### src/hw/rtl/assert_macros.svh
// Assertion macros for the RTL of the tour permutation mutator.
// Modules that use them must have signals named clk and rst_n in scope.
`ifndef ASSERT_MACROS_SVH
`define ASSERT_MACROS_SVH

// Property checked on every rising edge outside reset.
`define TPM_ASSERT(label, prop, msg) \
  label: assert property (@(posedge clk) disable iff (!rst_n) (prop)) else $error(msg);

// Condition that must never be seen on a rising edge outside reset.
`define TPM_ASSERT_NEVER(label, expr, msg) \
  `TPM_ASSERT(label, !(expr), msg)

`endif

### src/hw/rtl/tpm_pkg.sv
// Shared types and constants of the tour permutation mutator.
// No dependencies; imported by every module of the block.
package tpm_pkg;

  localparam int CITY_W     = 8;
  localparam int MAX_CITIES = 1 << CITY_W;
  localparam int CNT_W      = CITY_W + 1;
  localparam int OP_W       = 3;
  localparam int MIN_CITIES = 4;

  typedef logic [CITY_W-1:0] city_t;
  typedef logic [CNT_W-1:0]  cnt_t;
  typedef logic [OP_W-1:0]   op_t;

  localparam op_t OP_READ       = 3'd0;
  localparam op_t OP_SWAP       = 3'd1;
  localparam op_t OP_SHIFT      = 3'd2;
  localparam op_t OP_SWAP_GROUP = 3'd3;
  localparam op_t OP_INVERT     = 3'd4;
  localparam op_t OP_IDENTITY   = 3'd5;

  typedef enum logic [2:0] {
    ST_IDLE,
    ST_FETCH,
    ST_TAKE,
    ST_LOAD,
    ST_TURN,
    ST_STORE,
    ST_DRAIN,
    ST_RESULT
  } state_t;

  // Tour memory port: one read or one write a cycle, plus bulk reset to identity.
  typedef struct packed {
    logic  rd_en;
    city_t rd_addr;
    logic  wr_en;
    city_t wr_addr;
    city_t wr_data;
    logic  clear;
  } tour_req_t;

  typedef struct packed {
    logic  rd_en;
    city_t rd_addr;
    logic  wr_en;
    city_t wr_addr;
    city_t wr_data;
  } scr_req_t;

endpackage

### src/hw/rtl/tour_permutation_mutator_core.sv
// Top level of the tour permutation mutator: config register, output register,
// sequencer and the two memories. Uses tpm_pkg, tpm_ctrl, tpm_tour_mem, tpm_scratch_ram.
//
//   channel | direction | handshake        | payload
//   in      | input     | in_valid/stall   | operation, position, group_size, shift_amount
//   out     | output    | out_valid/stall  | city, error
//   cfg     | input     | cfg_wr_en        | cfg_wr_data (city_count)
//
// A read passes through the fetch and take states; reset to identity and
// rejected requests go straight to the result state. A window of L entries
// (2 for swap, g+s, 2g or g) is copied out to scratch and back: each entry
// goes through the single tour memory port once on the way out and once back.
// Reset clears per-entry valid bits, so the identity order is there at once;
// in_stall stays high while rst_n is low.
// A stalled result waits in the output register while the next beat is taken.
module tour_permutation_mutator_core import tpm_pkg::*; (
  input  logic             clk,
  input  logic             rst_n,
  input  logic             in_valid,
  output logic             in_stall,
  input  op_t              in_operation,
  input  city_t            in_position,
  input  city_t            in_group_size,
  input  city_t            in_shift_amount,
  output logic             out_valid,
  input  logic             out_stall,
  output city_t            out_city,
  output logic             out_error,
  input  logic             cfg_wr_en,
  input  logic [CNT_W-1:0] cfg_wr_data
);

  cnt_t      city_count_r;
  cnt_t      n_eff;
  logic      accept, busy, take_ok;
  tour_req_t tour_req;
  scr_req_t  scr_req;
  city_t     tour_rd_data, scr_rd_data;
  logic      res_valid, res_err;
  city_t     res_city;
  logic      out_valid_r;
  city_t     out_city_r;
  logic      out_error_r;

  always_ff @(posedge clk) begin
    if (!rst_n) begin
      city_count_r <= cnt_t'(MAX_CITIES);
    end else if (cfg_wr_en) begin
      city_count_r <= cfg_wr_data;
    end
  end

  // Clamp the count into the supported range
  always_comb begin
    if (city_count_r < cnt_t'(MIN_CITIES)) begin
      n_eff = cnt_t'(MIN_CITIES);
    end else if (city_count_r > cnt_t'(MAX_CITIES)) begin
      n_eff = cnt_t'(MAX_CITIES);
    end else begin
      n_eff = city_count_r;
    end
  end

  assign in_stall = busy || !rst_n;
  assign accept   = in_valid && !in_stall;
  assign take_ok  = !out_valid_r || !out_stall;

  tpm_ctrl u_ctrl (
    .clk          (clk),
    .rst_n        (rst_n),
    .n_eff        (n_eff),
    .accept       (accept),
    .op           (in_operation),
    .pos          (in_position),
    .grp          (in_group_size),
    .shamt        (in_shift_amount),
    .take_ok      (take_ok),
    .tour_rd_data (tour_rd_data),
    .scr_rd_data  (scr_rd_data),
    .busy         (busy),
    .tour_req     (tour_req),
    .scr_req      (scr_req),
    .res_valid    (res_valid),
    .res_city     (res_city),
    .res_err      (res_err)
  );

  tpm_tour_mem u_tour_mem (
    .clk     (clk),
    .rst_n   (rst_n),
    .req     (tour_req),
    .rd_data (tour_rd_data)
  );

  tpm_scratch_ram u_scratch (
    .clk     (clk),
    .req     (scr_req),
    .rd_data (scr_rd_data)
  );

  // Output register: load a new beat, drop the old one once taken
  always_ff @(posedge clk) begin
    if (!rst_n) begin
      out_valid_r <= 1'b0;
    end else if (res_valid) begin
      out_valid_r <= 1'b1;
    end else if (!out_stall) begin
      out_valid_r <= 1'b0;
    end
  end

  always_ff @(posedge clk) begin
    if (res_valid) begin
      out_city_r  <= res_city;
      out_error_r <= res_err;
    end
  end

  assign out_valid = out_valid_r;
  assign out_city  = out_city_r;
  assign out_error = out_error_r;

endmodule

### src/hw/rtl/tpm_tour_mem.sv
// Tour memory: one synchronous array with registered read data.
// Per-entry valid bits make an unwritten entry read as its own index. Uses tpm_pkg.
module tpm_tour_mem import tpm_pkg::*; (
  input  logic      clk,
  input  logic      rst_n,
  input  tour_req_t req,
  output city_t     rd_data
);

  city_t                 mem [MAX_CITIES];
  logic [MAX_CITIES-1:0] valid_r;
  city_t                 rd_raw_r;
  city_t                 rd_addr_r;
  logic                  rd_hit_r;

  always_ff @(posedge clk) begin
    if (req.wr_en) begin
      mem[req.wr_addr] <= req.wr_data;
    end
    if (req.rd_en) begin
      rd_raw_r  <= mem[req.rd_addr];
      rd_addr_r <= req.rd_addr;
      rd_hit_r  <= valid_r[req.rd_addr];
    end
  end

  // Clearing the valid bits restores the identity order at once.
  always_ff @(posedge clk) begin
    if (!rst_n) begin
      valid_r <= '0;
    end else if (req.clear) begin
      valid_r <= '0;
    end else if (req.wr_en) begin
      valid_r[req.wr_addr] <= 1'b1;
    end
  end

  assign rd_data = rd_hit_r ? rd_raw_r : rd_addr_r;

endmodule

### src/hw/rtl/tpm_scratch_ram.sv
// Scratch memory that holds a copy of the mutated window.
// Synchronous array, registered read data, no reset. Uses tpm_pkg.
module tpm_scratch_ram import tpm_pkg::*; (
  input  logic     clk,
  input  scr_req_t req,
  output city_t    rd_data
);

  city_t mem [MAX_CITIES];
  city_t rd_data_r;

  always_ff @(posedge clk) begin
    if (req.wr_en) begin
      mem[req.wr_addr] <= req.wr_data;
    end
    if (req.rd_en) begin
      rd_data_r <= mem[req.rd_addr];
    end
  end

  assign rd_data = rd_data_r;

endmodule

### src/hw/rtl/tpm_ctrl.sv
// Sequencer of the mutator: decodes a request, checks it, and runs the
// copy-out and rotate-back passes over the two memories. Uses tpm_pkg, assert_macros.svh.
`include "assert_macros.svh"
module tpm_ctrl import tpm_pkg::*; (
  input  logic      clk,
  input  logic      rst_n,
  input  cnt_t      n_eff,
  input  logic      accept,
  input  op_t       op,
  input  city_t     pos,
  input  city_t     grp,
  input  city_t     shamt,
  input  logic      take_ok,
  input  city_t     tour_rd_data,
  input  city_t     scr_rd_data,
  output logic      busy,
  output tour_req_t tour_req,
  output scr_req_t  scr_req,
  output logic      res_valid,
  output city_t     res_city,
  output logic      res_err
);

  state_t state_r, state_nxt;
  city_t  pos_r, base_r, k_r, len_r, src_r;
  logic   inv_r;
  logic   ld_pend_r;
  city_t  ld_idx_r;
  logic   st_pend_r;
  city_t  st_pos_r;
  city_t  res_city_r;
  logic   res_err_r;

  cnt_t   p9, g9, nm1, sum9;
  logic   pos_ok, err_dec, grp_op;
  city_t  len_dec, src_dec, nm1_c, pos_inc, src_inc;
  logic   last;

  // Request decode and legality
  always_comb begin
    p9      = {1'b0, pos};
    g9      = {1'b0, grp};
    nm1     = n_eff - cnt_t'(1);
    nm1_c   = nm1[CITY_W-1:0];
    sum9    = g9 + {1'b0, shamt};
    pos_ok  = (p9 != '0) && (p9 < n_eff);
    err_dec = 1'b1;
    grp_op  = 1'b0;
    len_dec = '0;
    src_dec = '0;
    case (op)
      OP_READ: begin
        err_dec = !(p9 < n_eff);
      end
      OP_SWAP: begin
        err_dec = !pos_ok;
        grp_op  = 1'b1;
        len_dec = city_t'(2);
        src_dec = city_t'(1);
      end
      OP_SHIFT: begin
        err_dec = !(pos_ok && (sum9 < nm1));
        grp_op  = 1'b1;
        len_dec = sum9[CITY_W-1:0];
        src_dec = (grp == sum9[CITY_W-1:0]) ? '0 : grp;
      end
      OP_SWAP_GROUP: begin
        err_dec = !(pos_ok && (g9 < (n_eff >> 1)));
        grp_op  = 1'b1;
        len_dec = {grp[CITY_W-2:0], 1'b0};
        src_dec = grp;
      end
      OP_INVERT: begin
        err_dec = !(pos_ok && (g9 < nm1));
        grp_op  = 1'b1;
        len_dec = grp;
        src_dec = grp - city_t'(1);
      end
      OP_IDENTITY: begin
        err_dec = 1'b0;
      end
      default: begin
        err_dec = 1'b1;
      end
    endcase
  end

  assign last    = (k_r == len_r - city_t'(1));
  assign pos_inc = (pos_r == nm1_c) ? city_t'(1) : pos_r + city_t'(1);
  assign src_inc = (src_r + city_t'(1) == len_r) ? '0 : src_r + city_t'(1);

  // Next state
  always_comb begin
    state_nxt = state_r;
    case (state_r)
      ST_IDLE: begin
        if (accept) begin
          if (err_dec) begin
            state_nxt = ST_RESULT;
          end else if (op == OP_READ) begin
            state_nxt = ST_FETCH;
          end else if (grp_op && (len_dec != '0)) begin
            state_nxt = ST_LOAD;
          end else begin
            state_nxt = ST_RESULT;
          end
        end
      end
      ST_FETCH: state_nxt = ST_TAKE;
      ST_TAKE:  state_nxt = ST_RESULT;
      ST_LOAD: begin
        if (last) begin
          state_nxt = ST_TURN;
        end
      end
      ST_TURN:  state_nxt = ST_STORE;
      ST_STORE: begin
        if (last) begin
          state_nxt = ST_DRAIN;
        end
      end
      ST_DRAIN: state_nxt = ST_RESULT;
      ST_RESULT: begin
        if (take_ok) begin
          state_nxt = ST_IDLE;
        end
      end
      default: state_nxt = ST_IDLE;
    endcase
  end

  // Memory requests and result strobe
  always_comb begin
    busy             = (state_r != ST_IDLE);
    tour_req.rd_en   = (state_r == ST_FETCH) || (state_r == ST_LOAD);
    tour_req.rd_addr = pos_r;
    tour_req.wr_en   = st_pend_r;
    tour_req.wr_addr = st_pos_r;
    tour_req.wr_data = scr_rd_data;
    tour_req.clear   = accept && (op == OP_IDENTITY);
    scr_req.rd_en    = (state_r == ST_STORE);
    scr_req.rd_addr  = src_r;
    scr_req.wr_en    = ld_pend_r;
    scr_req.wr_addr  = ld_idx_r;
    scr_req.wr_data  = tour_rd_data;
    res_valid        = (state_r == ST_RESULT) && take_ok;
    res_city         = res_city_r;
    res_err          = res_err_r;
  end

  always_ff @(posedge clk) begin
    if (!rst_n) begin
      state_r   <= ST_IDLE;
      ld_pend_r <= 1'b0;
      st_pend_r <= 1'b0;
    end else begin
      state_r   <= state_nxt;
      ld_pend_r <= (state_r == ST_LOAD);
      st_pend_r <= (state_r == ST_STORE);
    end
  end

  always_ff @(posedge clk) begin
    ld_idx_r <= k_r;
    st_pos_r <= pos_r;
    case (state_r)
      ST_IDLE: begin
        if (accept) begin
          pos_r      <= pos;
          base_r     <= pos;
          k_r        <= '0;
          len_r      <= len_dec;
          src_r      <= src_dec;
          inv_r      <= (op == OP_INVERT);
          res_city_r <= '0;
          res_err_r  <= err_dec;
        end
      end
      ST_TAKE: begin
        res_city_r <= tour_rd_data;
      end
      ST_LOAD: begin
        k_r   <= k_r + city_t'(1);
        pos_r <= pos_inc;
      end
      ST_TURN: begin
        // rewind to the window start for the write-back pass
        k_r   <= '0;
        pos_r <= base_r;
      end
      ST_STORE: begin
        k_r   <= k_r + city_t'(1);
        pos_r <= pos_inc;
        src_r <= inv_r ? src_r - city_t'(1) : src_inc;
      end
      default: begin
      end
    endcase
  end

  `TPM_ASSERT_NEVER(a_tour_port_excl, tour_req.rd_en && tour_req.wr_en, "tour rd/wr overlap")
  `TPM_ASSERT_NEVER(a_scr_port_excl, scr_req.rd_en && scr_req.wr_en, "scratch rd/wr overlap")
  `TPM_ASSERT(a_src_in_window, (state_r == ST_STORE) |-> (src_r < len_r), "src out of window")
  `TPM_ASSERT(a_last_load_lands, (state_r == ST_TURN) |-> ld_pend_r, "last load beat lost")
  `TPM_ASSERT_NEVER(a_result_before_wb, (state_r == ST_RESULT) && st_pend_r, "write-back pending")

endmodule

### config.mk
export PLATFORM = sky130hd
export DESIGN_NAME = tour_permutation_mutator_core
export DESIGN_NICKNAME = d
export VERILOG_FILES = /design/src/hw/rtl/tpm_pkg.sv /design/src/hw/rtl/tour_permutation_mutator_core.sv /design/src/hw/rtl/tpm_tour_mem.sv /design/src/hw/rtl/tpm_scratch_ram.sv /design/src/hw/rtl/tpm_ctrl.sv
export VERILOG_INCLUDE_DIRS = /design/src /design/src/hw/rtl
export SDC_FILE = /design/constraint.sdc
export NUM_CORES = 2
export LEC_CHECK = 0
export BUFFER_PORTS_ARGS = -buffer_cell sky130_fd_sc_hd__buf_2
export CAP_MARGIN = 20
export CORE_MARGIN = 10
export CORE_UTILIZATION = 55
export DETAILED_ROUTE_END_ITERATION = 8
export MAX_ROUTING_LAYER = met4
export PLACE_DENSITY_LB_ADDON = 0.15
export SETUP_SLACK_MARGIN = 0.5
export SYNTH_ARGS = -nofsm -noshare
export SYNTH_HDL_FRONTEND = slang
export SYNTH_SLANG_ARGS = --single-unit
### constraint.sdc
create_clock -name clk -period 5.2 [get_ports clk]
set_clock_uncertainty 0.1 [all_clocks]
set_input_delay 1.04 -clock clk [delete_from_list [all_inputs] [get_ports clk]]
set_output_delay 1.04 -clock clk [all_outputs]
set_load 0.02 [all_outputs]
==> results.ini <==
[detailed_routing]
routed_wl_um=403000
vias_per_cell=6.46
routedWlPerCell_um=32.0
firstDrtPassIters=5
vias=81363
ant_nets=0
drt_iter0_drc=9257
drc=0

[clocking]
cts_buffers=439
hold_buffers=0
path_clk_slew_ns=0.07
cts-resized-gates=0
clock-sinks=4467
cts_tree=done
insertion_delay_ns=0.96
post_cts_buffers=0
cts_buffer_depth=4
htree_levels=5
cts_root_buf=clkbuf_16

[logic_synthesis]
synth_cell_types=78
synthArstFlopShare_pct=0
synth_ff_type=edfxtp_1
ys_ff_latch=4467
postSynthCellCount=7822
yosys.area.top_type=edfxtp_1
yosysWarningCount=0
synth_seq_area_share_pct=75.5
ys_top_cells_by_area=edfxtp_1 72%, mux4_2 19%, dfxtp_1 3.3%, nor2_1 1.2%, o21a_1 1.1%
synthesis.nets=7907
synth_top_area_share_pct=72.2
netlist_area_mm2=0.174
avgSynthCellArea_um2=22.2
synth_edf_count=4180

[power_and_ir_drop]
max-vdd-ir-drop_mv=0.628
p_per_area_mw_per_mm2=501
p_leak_nw=60.2

[worst_setup_path]
crit_type=flop to flop
regToRegSetupSlack_ns=0.73
crit_end=u_ctrl.state_r[2]
crit_chain=nor4_2 -> and2_1 -> nor2_1 -> nand2_1 -> ha_1 -> a311oi_1 -> a31oi_1 -> ha_1 -> a31oi_1 -> a2111oi_0 -> nor4_1 -> o2111a_1 -> nand3_1 -> a2bb2oi_1
cp.required_ns=5.91
worstSetupPathDepth=14
timing.reg2reg.worst_path_depth=14
cp-end-kind=flop
reg2reg_to=u_ctrl.state_r[2]
cp-start-kind=flop
startpoint=city_count_r[4]
cp_slowest_stage_delay_ns=0.74
critPathMaxFanout=10
critPathArrivalTime_ns=5.18
critical_path.top_delay_family=simple AND/OR/NAND/NOR gates
worst-path-buf-inv=0
slowest_stage=nor4_2
timing.rr.start=city_count_r[4]

[timing]
slew_headroom_pct=15.7
hold_ws_ns=0.192
setup_viol=0
hold_viol=0
fin_crit_ns=4.47
fmax_mhz=224
tightest_slew_ns=1.26
tns_ns=0
maxSlewViolCount=0
setup_ws_ns=0.730
rsz0062_at_grt=no
post-route-period-util_pct=86.0

[cells_and_area]
layoutNonFillerInstCount=12596
syn2layout_area_growth_pct=11.7
drive_gt1_share_pct=27.7
nets=8143

[flow_run]
cap_violations=0

[grt]
antenna_found_initial=13
grt_pass1_vias=82357
grt_max_degree=217
grt_pass1_wl_um=592000
grt-ovfl-total=0
grt_usage_pct=24.3

[die]
dieArea_mm2=0.339
chipWidth_um=582
start_util_pct=55.2
core_area_mm2=0.315
rows=206
io_pins=52
die_h_um=582

[worst_hold_path]
hold_path.class=primary input to flop

[outcome]
status=finished clean

[place]
dp_cells=11774
gp_congestion=0.880
pre_cts_ws_ns=0.731
portBuffers=51
hpwl_um=240000

## Yosys cell counts (all sizes together) (10+ instances only)
cell type,number
edfxtp,4180
mux4,1428
nor2,574
clkbuf,293
dfxtp,287
o21a,258
buf,163
nand2,113
a22oi,45
ha,43
nand3,41
o21ai,35
inv,32
xor2,30
nor3,27
nor2b,25
a21oi,23
xnor2,22
nand2b,16
nor4,14
a21o,12
a31oi,12
and3,12
mux2i,12
and2,11
nand4,10
## cell type report
| cell class | count | area [µm²] |
|---|---|---|
| sequential | 4467 | 131000 |
| fill | 21248 | 121000 |
| multi-input combinational | 2867 | 40700 |
| clock buffer | 591 | 12000 |
| tap | 4160 | 5200 |
| timing repair buffer | 251 | 2660 |
| clock inverter | 221 | 2110 |
| inverter | 32 | 120 |
| antenna | 7 | 17.5 |
## worst reg2reg max path, cell delays in order, from the launching register on
cell       delay [ns]
dfxtp_1          0.41
nor4_2           0.74
and2_1           0.31
nor2_1           0.06
nand2_1          0.11
ha_1             0.30
a311oi_1         0.14
a31oi_1          0.53
ha_1             0.38
a31oi_1          0.22
a2111oi_0        0.12
nor4_1           0.42
o2111a_1         0.26
nand3_1          0.10
a2bb2oi_1        0.15
## cell usage in the layout (no fill, tap or decap), types with 22 or more instances in the layout
cell type | synthesis | layout
edfxtp_1 | 4180 | 4180
mux4_2 | 1428 | 1428
nor2_1 | 574 | 573
clkbuf_16 | 0 | 447
dfxtp_1 | 287 | 287
o21a_1 | 258 | 258
buf_4 | 10 | 121
clkbuf_1 | 292 | 118
nand2_1 | 113 | 110
clkinv_1 | 0 | 80
clkinv_2 | 0 | 73
buf_12 | 0 | 68
buf_2 | 103 | 51
a22oi_1 | 45 | 45
ha_1 | 43 | 43
nand3_1 | 41 | 36
bufinv_16 | 0 | 36
inv_1 | 32 | 32
o21ai_0 | 32 | 31
xor2_1 | 29 | 29
nor3_1 | 27 | 27
clkbuf_8 | 0 | 26
nor2b_1 | 25 | 25
a21oi_1 | 23 | 23
xnor2_1 | 22 | 22
## stage by stage
step,util (%),power (mW),instance area [µm²]
6_report,61.6,97.2,194000
5_1_grt,61.6,100,194000
4_1_cts,61.6,98.0,194000
3_5_place_dp,57.2,67.2,180000
3_3_place_gp,57.1,66.8,180000
2_1_floorplan,-,58.6,174000
## logic make-up after synthesis
| logic type | share of synthesized area [%] |
|---|---|
| buf+inv | 1.17 |
| mux | 18.6 |
| simple gates | 2.12 |
| fa+ha+maj | 0.321 |
| xor+xnor | 0.319 |
| flops | 75.5 |
| compound gates | 1.89 |
## power by group
group / internal, mW / switching [mW] / total [mW] / leakage (nW)
logic: 9.07 / 13.6 / 22.7 / 13.3
registers: 42.9 / 0.526 / 43.4 / 39.9
clock network: 17.9 / 13.2 / 31.1 / 6.89
total: 69.9 / 27.3 / 97.2 / 60.2
## per-layer routing
metal / wire [µm] / track usage, % / up-vias
met5: 0 / - / -
met3: 26300 / 3.01 / 616
met1: 163000 / 34.0 / 44063
met2: 203000 / 38.9 / 3242
met4: 11000 / 6.06 / 0
li1: - / - / 33442
## how the worst min path moves through the flow
stage / cells after the start / startpoint / to
floorplan: 0 / u_ctrl.pos_r[2] / u_ctrl.st_pos_r[2]
global placement: 0 / u_ctrl.res_err / out_error
detailed placement: 0 / u_ctrl.res_city[0] / out_city[0]
CTS: 3 / cfg_wr_data[8] / city_count_r[8]
global route: 1 / in_position[2] / u_ctrl.base_r[2]
finish: 3 / cfg_wr_data[8] / city_count_r[8]
## state kept, by name (all words and copies together) (netlist names), 9 cells and up
signal,count
u_tour_mem.mem,2048
u_tour_mem.valid_r,256
city_count_r,9
u_scratch.mem,2048
(Power assumes the default switching activity.)
